<file path="config.mk">
export PLATFORM = sky130hd
export DESIGN_NAME = ppt_ctrl
export DESIGN_NICKNAME = d
export VERILOG_FILES = /design/src/rtl/core/ppt_pkg.sv /design/src/rtl/core/ppt_ctrl.sv
export SDC_FILE = /design/constraint.sdc
export NUM_CORES = 1
export LEC_CHECK = 0
export BUFFER_PORTS_ARGS = -buffer_cell sky130_fd_sc_hd__buf_2
export CORE_UTILIZATION = 25
export CTS_CLUSTER_SIZE = 40
export DETAILED_ROUTE_END_ITERATION = 12
export PLACE_DENSITY_LB_ADDON = 0.3
export SLEW_MARGIN = 40
export SYNTH_ARGS = -nofsm -noshare
export SYNTH_HDL_FRONTEND = slang
export SYNTH_SLANG_ARGS = --single-unit
</file>
<file path="constraint.sdc">
create_clock -name i_clk -period 2.4 [get_ports i_clk]
set_input_delay 0.72 -clock i_clk [delete_from_list [all_inputs] [get_ports i_clk]]
set_output_delay 0.72 -clock i_clk [all_outputs]
set_load 0.01 [all_outputs]
</file>
<file path="src/rtl/core/ppt_pkg.sv">
// Types, codes and constants shared by the position and PnL tracker.
// Depends on nothing. All other files use it by scoped names.
package ppt_pkg;

    // Actions carried in an input item
    localparam logic [1:0] ACT_TRADE = 2'd0;
    localparam logic [1:0] ACT_MARK  = 2'd1;
    localparam logic [1:0] ACT_QUERY = 2'd2;
    // spare code, handled as a query
    localparam logic [1:0] ACT_RSVD  = 2'd3;

    // Quotient bits produced by the restoring divider
    localparam int DIV_STEPS = 48;

    typedef struct packed {
        logic [1:0]  action;
        logic [7:0]  symbol_index;
        logic [63:0] order_id;
        logic [63:0] buy_order_id;
        logic [63:0] sell_order_id;
        logic [23:0] quantity;
        logic [47:0] price;
    } t_item;

    typedef struct packed {
        logic               found;
        logic signed [31:0] net_position;
        logic [47:0]        average_price;
        logic signed [63:0] realized_pnl;
        logic [47:0]        mark_price;
        logic               saturated;
    } t_result;

    // One stored record
    typedef struct packed {
        logic [31:0] pos;
        logic [47:0] avg;
        logic [63:0] pnl;
        logic [47:0] mark;
    } t_rec;

    typedef enum logic [3:0] {
        OP_NONE,
        OP_LOAD,
        OP_READ,
        OP_FETCH,
        OP_MARK,
        OP_SIDE_INIT,
        OP_CLOSE_SETUP,
        OP_MUL,
        OP_ACC,
        OP_PNL,
        OP_EXT_SETUP,
        OP_DIV_INIT,
        OP_DIV_STEP,
        OP_EXT_DONE,
        OP_WRITE,
        OP_OUT
    } t_dp_op;

    // Multiplier operand pairs
    typedef enum logic [1:0] {
        MS_DIFF,
        MS_AVG,
        MS_PRICE
    } t_mul_sel;

    typedef struct packed {
        t_dp_op   op;
        logic     buy;
        t_mul_sel sel;
        logic     hi;
    } t_dp_cmd;

    typedef struct packed {
        logic in_range;
        logic is_trade;
        logic is_mark;
        logic sell_hit;
        logic buy_hit;
        logic pos_pos;
        logic pos_neg;
        logic qty_nz;
        logic out_free;
    } t_dp_sts;

    typedef enum logic [4:0] {
        S_IDLE,
        S_READ,
        S_FETCH,
        S_DISPATCH,
        S_MARK,
        S_SIDE,
        S_CLOSE,
        S_MUL,
        S_ACC,
        S_PNL,
        S_CHK_EXT,
        S_EXT,
        S_DIV_INIT,
        S_DIV,
        S_EXT_DONE,
        S_SIDE_END,
        S_WRITE,
        S_OUT
    } t_state;

endpackage

</file>
<file path="src/rtl/core/ppt_ctrl.sv">
// Sequencer of the tracker: fetch, then trade sides or mark and write, then output.
// Depends on ppt_pkg for state, command and status types.
module ppt_ctrl (
    input  logic              i_clk,
    input  logic              i_rst_n,
    input  logic              i_in_valid,
    output logic              o_in_ready,
    input  ppt_pkg::t_dp_sts  i_sts,
    output ppt_pkg::t_dp_cmd  o_cmd
);

    ppt_pkg::t_state r_state, n_state;
    logic            r_buy, n_buy;
    logic            r_ext, n_ext;
    logic [1:0]      r_step, n_step;
    logic [5:0]      r_cnt, n_cnt;
    logic            mul_last;

    // last partial product: two for a close, four for an extension
    assign mul_last = r_ext ? (r_step == 2'd3) : (r_step == 2'd1);

    // state registers
    always_ff @(posedge i_clk) begin
        if (!i_rst_n) begin
            r_state <= ppt_pkg::S_IDLE;
            r_buy   <= 1'b0;
            r_ext   <= 1'b0;
            r_step  <= 2'd0;
            r_cnt   <= 6'd0;
        end else begin
            r_state <= n_state;
            r_buy   <= n_buy;
            r_ext   <= n_ext;
            r_step  <= n_step;
            r_cnt   <= n_cnt;
        end
    end

    // next state
    always_comb begin
        n_state = r_state;
        n_buy   = r_buy;
        n_ext   = r_ext;
        n_step  = r_step;
        n_cnt   = r_cnt;
        case (r_state)
            ppt_pkg::S_IDLE: begin
                if (i_in_valid) n_state = ppt_pkg::S_READ;
            end
            ppt_pkg::S_READ:  n_state = ppt_pkg::S_FETCH;
            ppt_pkg::S_FETCH: n_state = ppt_pkg::S_DISPATCH;
            ppt_pkg::S_DISPATCH: begin
                if (!i_sts.in_range) begin
                    n_state = ppt_pkg::S_OUT;
                end else if (i_sts.is_trade) begin
                    if (i_sts.sell_hit) begin
                        n_buy   = 1'b0;
                        n_state = ppt_pkg::S_SIDE;
                    end else if (i_sts.buy_hit) begin
                        n_buy   = 1'b1;
                        n_state = ppt_pkg::S_SIDE;
                    end else begin
                        n_state = ppt_pkg::S_OUT;
                    end
                end else if (i_sts.is_mark) begin
                    n_state = ppt_pkg::S_MARK;
                end else begin
                    n_state = ppt_pkg::S_OUT;
                end
            end
            ppt_pkg::S_MARK: n_state = ppt_pkg::S_WRITE;
            ppt_pkg::S_SIDE: begin
                if (r_buy ? i_sts.pos_neg : i_sts.pos_pos) n_state = ppt_pkg::S_CLOSE;
                else n_state = ppt_pkg::S_CHK_EXT;
            end
            ppt_pkg::S_CLOSE: begin
                n_ext   = 1'b0;
                n_step  = 2'd0;
                n_state = ppt_pkg::S_MUL;
            end
            ppt_pkg::S_MUL: n_state = ppt_pkg::S_ACC;
            ppt_pkg::S_ACC: begin
                if (mul_last) begin
                    n_state = r_ext ? ppt_pkg::S_DIV_INIT : ppt_pkg::S_PNL;
                end else begin
                    n_step  = r_step + 2'd1;
                    n_state = ppt_pkg::S_MUL;
                end
            end
            ppt_pkg::S_PNL: n_state = ppt_pkg::S_CHK_EXT;
            ppt_pkg::S_CHK_EXT: begin
                n_state = i_sts.qty_nz ? ppt_pkg::S_EXT : ppt_pkg::S_SIDE_END;
            end
            ppt_pkg::S_EXT: begin
                n_ext   = 1'b1;
                n_step  = 2'd0;
                n_state = ppt_pkg::S_MUL;
            end
            ppt_pkg::S_DIV_INIT: begin
                n_cnt   = 6'd0;
                n_state = ppt_pkg::S_DIV;
            end
            ppt_pkg::S_DIV: begin
                n_cnt = r_cnt + 6'd1;
                if (r_cnt == 6'(ppt_pkg::DIV_STEPS - 1)) n_state = ppt_pkg::S_EXT_DONE;
            end
            ppt_pkg::S_EXT_DONE: n_state = ppt_pkg::S_SIDE_END;
            ppt_pkg::S_SIDE_END: begin
                // sell side goes first; buy side follows when it is ours too
                if (!r_buy && i_sts.buy_hit) begin
                    n_buy   = 1'b1;
                    n_state = ppt_pkg::S_SIDE;
                end else begin
                    n_state = ppt_pkg::S_WRITE;
                end
            end
            ppt_pkg::S_WRITE: n_state = ppt_pkg::S_OUT;
            ppt_pkg::S_OUT: begin
                if (i_sts.out_free) n_state = ppt_pkg::S_IDLE;
            end
            default: n_state = ppt_pkg::S_IDLE;
        endcase
    end

    // command outputs
    always_comb begin
        o_in_ready = 1'b0;
        o_cmd.op   = ppt_pkg::OP_NONE;
        o_cmd.buy  = r_buy;
        o_cmd.hi   = r_step[0];
        if (!r_ext) o_cmd.sel = ppt_pkg::MS_DIFF;
        else if (r_step[1]) o_cmd.sel = ppt_pkg::MS_PRICE;
        else o_cmd.sel = ppt_pkg::MS_AVG;
        case (r_state)
            ppt_pkg::S_IDLE: begin
                o_in_ready = 1'b1;
                if (i_in_valid) o_cmd.op = ppt_pkg::OP_LOAD;
            end
            ppt_pkg::S_READ:     o_cmd.op = ppt_pkg::OP_READ;
            ppt_pkg::S_FETCH:    o_cmd.op = ppt_pkg::OP_FETCH;
            ppt_pkg::S_MARK:     o_cmd.op = ppt_pkg::OP_MARK;
            ppt_pkg::S_SIDE:     o_cmd.op = ppt_pkg::OP_SIDE_INIT;
            ppt_pkg::S_CLOSE:    o_cmd.op = ppt_pkg::OP_CLOSE_SETUP;
            ppt_pkg::S_MUL:      o_cmd.op = ppt_pkg::OP_MUL;
            ppt_pkg::S_ACC:      o_cmd.op = ppt_pkg::OP_ACC;
            ppt_pkg::S_PNL:      o_cmd.op = ppt_pkg::OP_PNL;
            ppt_pkg::S_EXT:      o_cmd.op = ppt_pkg::OP_EXT_SETUP;
            ppt_pkg::S_DIV_INIT: o_cmd.op = ppt_pkg::OP_DIV_INIT;
            ppt_pkg::S_DIV:      o_cmd.op = ppt_pkg::OP_DIV_STEP;
            ppt_pkg::S_EXT_DONE: o_cmd.op = ppt_pkg::OP_EXT_DONE;
            ppt_pkg::S_WRITE:    o_cmd.op = ppt_pkg::OP_WRITE;
            ppt_pkg::S_OUT: begin
                if (i_sts.out_free) o_cmd.op = ppt_pkg::OP_OUT;
            end
            default: o_cmd.op = ppt_pkg::OP_NONE;
        endcase
    end

endmodule

</file>
; Yosys cells after proc, flatten, opt, wreduce, memory -nomap -nowiden
; Cells that the tools add are included.
[op_classes]
n_addsub = 2
n_eq_ne = 28
muxes = 32
n_reduce_logical = 11
[op_table]
columns = cell, count
row1 = 5-bit one-hot mux with 17 select lines, 1
row2 = 4-bit one-hot mux with 15 select lines, 1
row3 = 5-bit 2-to-1 mux, 9
row4 = 5-bit by 4-bit == test with 1-bit output (second input constant), 8
row5 = 5-bit by 3-bit == test with 1-bit output (second input constant), 4
row6 = 2-bit != test (second input constant), 7
row7 = 4-bit 2-to-1 mux, 3
row8 = 6-bit one-hot mux with 2 select lines, 1
row9 = 5-bit by 2-bit == test with 1-bit output (second input constant), 2
row10 = 5-bit == test (second input constant), 2
row11 = 1-bit 2-to-1 mux, 9
row12 = 2-bit nonzero test, 4
row13 = 6-bit by 1-bit adder with 6-bit output (second input constant), 1
row14 = 6-bit == test (second input constant), 1
row15 = 2-bit 2-to-1 mux, 3
row16 = 3-bit 2-to-1 mux, 2
row17 = 5-bit by 1-bit == test with 1-bit output (second input constant), 1
row18 = 5-bit logical NOT, 1
row19 = 5-bit AND reduction, 1
row20 = 1-bit one-hot mux with 2 select lines, 2
row21 = 2-bit one-hot mux with 2 select lines, 1
row22 = 3-bit != test (second input constant), 1
row23 = 3-bit AND reduction, 1
row24 = 2-bit by 1-bit adder with 2-bit output (second input constant), 1
row25 = other kinds (6), 6
[word_totals]
regBits = 15
in_bits = 12

; Depth between registers and ports, before layout
[depth]
ltp_word = 5
ltp_mapped = 7
mapped_depth_nobuf = 6

; Worst setup path before layout
; No wires, ideal clock.
[synth_path]
path_kind = reg2out
startpoint = register r_state[1]
endpoint = output o_cmd[4] (netlist bit)
arrival_ps = 1569
t_required_ps = 1680
path_slack_ps = 111
stages_incl_launch_ff = 7
n_path_buf = 2
path_cell_list = dfxtp_1 clkbuf_1 buf_1 nor2_1 nor3_1 a211oi_1 o32ai_1
[synth_lines]
columns = item, line
row1 = "start, declared", ppt_ctrl.sv:12  ; ppt_pkg::t_state r_state, n_state;
row2 = "start signal, assigned", ppt_ctrl.sv:25  ; r_state <= ppt_pkg::S_IDLE;
row3 = "start signal, assigned", ppt_ctrl.sv:31  ; r_state <= n_state;
row4 = "end, declared", ppt_ctrl.sv:9  ; output ppt_pkg::t_dp_cmd o_cmd

==> metrics.txt <==
status finished, final reports clean; Worst Setup End Kind output port; RSZ-0062 raised after global routing false; I/O Buffers 20; critical path peak fanout 3; DR WL/cell 13.0 µm; Post-Route Skew 0.00141 ns; Synth Warn # 0; PnR Total Power 0.922 mW; hold crit path type reg -> reg; Seq pwr share 34.0%; CTS Hold Buffers Added 0; #FFs+latches synth 15; Sw Pwr 0.349 mW; largest area contributor in the netlist dfxtp_1; leakage 0.530 nW; largest net degree at the start of global routing 20; Fin. Hold Viols 0; core footprint between 4000 and 5000 µm²; clk slew on worst S/H paths roughly 0.060 ns; most frequent cells in the layout nor2_1, buf_2, a21oi_1; DIE HEIGHT 71.7 µm; TritonCTS clock tree yes; nets@finish 204; Pwr per Cell Area 649 nW/µm²; Slew Viols, Final 0; clock network power share 22.7%; vias in the first global route 1139; Die ar. 5140 µm²; first-pass GRT wire length 5.31 mm; WP data required roughly 1.7 ns; initial antenna violation count 0; main flop type after synthesis dfxtp_1; asr flop ratio synth 0%; grt total ovfl 0; Starting Density 27.0%; Setup Total Neg Slack 0 ns; Peak VDD IR ~210 µV; DR vias 1302; Netlist cell types 45; DP HPWL 2.33 mm; DRC Markers 0; kind of critical path in -> out; GP Congestion 0.804; Area contributors post-synth dfxtp_1, nor2_1, a21oi_1; P_int 0.573 mW; number of CTS-inserted buffers 3; Final Cycle Share between 90% and 100%; Sw Ratio 37.9%; Clk Latency, worst-skew pair around 0.25 ns; CP startpoint kind input port; area delta synth->final 16.9%; number of routed nets with antenna violations 0; Post-synth EDFFs 0; CTS max path bufs 2; post-synth top area share 24.7%; Post-Synthesis Cells 173; fraction of layout cells with a size suffix above 1 18.6%; commonest non-fill, non-tap cell in the layout nor2_1; Sink Count 15; Max H-tree Level 1; post-synthesis sequential area ratio 24.7%; Std-Cell Rows 24; fmax about 430 MHz; Mean Syn Cell Area between 7 and 8 µm²; routed wire length 3.12 mm; worst slew pin tran 0.466 ns; synthesized area between 1000 and 1500 µm²; GRT Total Usage 13.0%; ant diodes 0; first-iteration detailed-routing DRC count 53; # Post-CTS Setup Buffers 0; vias per inst 5.43; Rel. slew slack 68.9%; min setup slack post-route 0.0757 ns; Root Buffer clkbuf_8; arrival time worst endpoint 1.60 ns; num ports 21; 1st-pass router iterations 4; Die X 71.7 µm; Logic pwr share between 40% and 50%; Max Cap Viol 0; Final Critical Period approximately 2.3 ns; syn nets 188; final setup vio count 0; pre-CTS WS ~0.040 ns
## synthesized netlist by cell type (2+ instances only)
cell      number
a31oi_1        2
nand3_1        6
clkbuf_1       8
nor2b_1        6
nand3b_1       3
or4_1          2
o22ai_1        4
buf_4          2
nor4_1         2
a21oi_1       16
a211o_1        2
o21ai_0       13
a32oi_1        2
mux2i_1        4
o32ai_1        2
inv_1          6
or3_1          2
a221oi_1       4
dfxtp_1       15
buf_1          2
nand2_1       13
buf_2          3
nand2b_1       4
ha_1           3
nor3_1         6
nor2_1        22
## timing repair
action                                  in CTS  in global routing
hold endpoints to repair                     0                  0
pin swaps                                    0                  1
gates resized for setup                      2                  2
endpoints found under the setup margin       2                  3
## cell families after synthesis
family	after synthesis	share of synthesized area, %
AO/OA/AOI/OAI	56	30.0
XOR/XNOR	2	1.44
adder cells (fa/ha/maj)	3	3.09
buffers and inverters	21	7.41
flip-flops	15	24.7
multiplexers	4	3.30
AND/OR/NAND/NOR	72	30.1
## registers in the layout, indices dropped and copies added (netlist names)
register,cells
r_ext,1
r_state,5
r_step,2
r_cnt,6
r_buy,1
## worst max-delay path: stages
cell     delay [ns]
buf_2          0.10
inv_1          0.05
a211o_1        0.27
o21a_1         0.17
o22ai_1        0.14
buf_2          0.16
## per-layer routing
layer  vias up  global-route usage [%]  part of all wire [%]
li1        669                       -                     -
met1       592                    17.9                    50
met2        34                    19.8                    43
met3         7                    3.23                   5.0
met4         0                    3.92                   1.8
met5         -                       0                     0
## path summary, 6_finish.rpt
path                                               from               endpoint  slack, ns  cells after the start
worst max-delay path                           i_sts[0]               o_cmd[6]       0.08                      6
worst min-delay path              r_cnt[3]$_SDFFE_PN0P_  r_cnt[3]$_SDFFE_PN0P_       0.48                      1
worst max register to register  r_state[1]$_SDFFE_PN0P_  r_cnt[5]$_SDFFE_PN0P_       0.51                      5
worst min register to register    r_cnt[3]$_SDFFE_PN0P_  r_cnt[3]$_SDFFE_PN0P_       0.48                      1
## power groups by stage
stage | combinational, mW | clock (mW) | sequential, mW
2_1_floorplan | 0.294 | 0 | 0.291
3_3_place_gp | 0.400 | 0 | 0.317
3_5_place_dp | 0.401 | 0 | 0.316
4_1_cts | 0.401 | 0.213 | 0.310
5_1_grt | 0.450 | 0.225 | 0.320
6_report | 0.399 | 0.209 | 0.314
## metrics by stage
stage                     hold WS [ns]  cells  instance area [µm²]  utilization (%)
after detailed placement         0.471    236                 1370             30.4
after global placement           0.469    236                 1370             30.4
after global routing             0.499    240                 1420             31.5
after CTS                        0.483    240                 1420             31.5
after floorplan                  0.444    173                 1210                -
final                            0.481    240                 1420             31.5
## cell type report
type                            instances  area (µm²)
Fill cell                             517        3080
Multi-Input combinational cell        137         825
Sequential cell                        15         305
Timing Repair Buffer                   26         158
Tap cell                               52        65.1
Clock buffer                            4        45.0
Inverter                                6        22.5
Note: power is estimated with default switching activity, not from simulation.
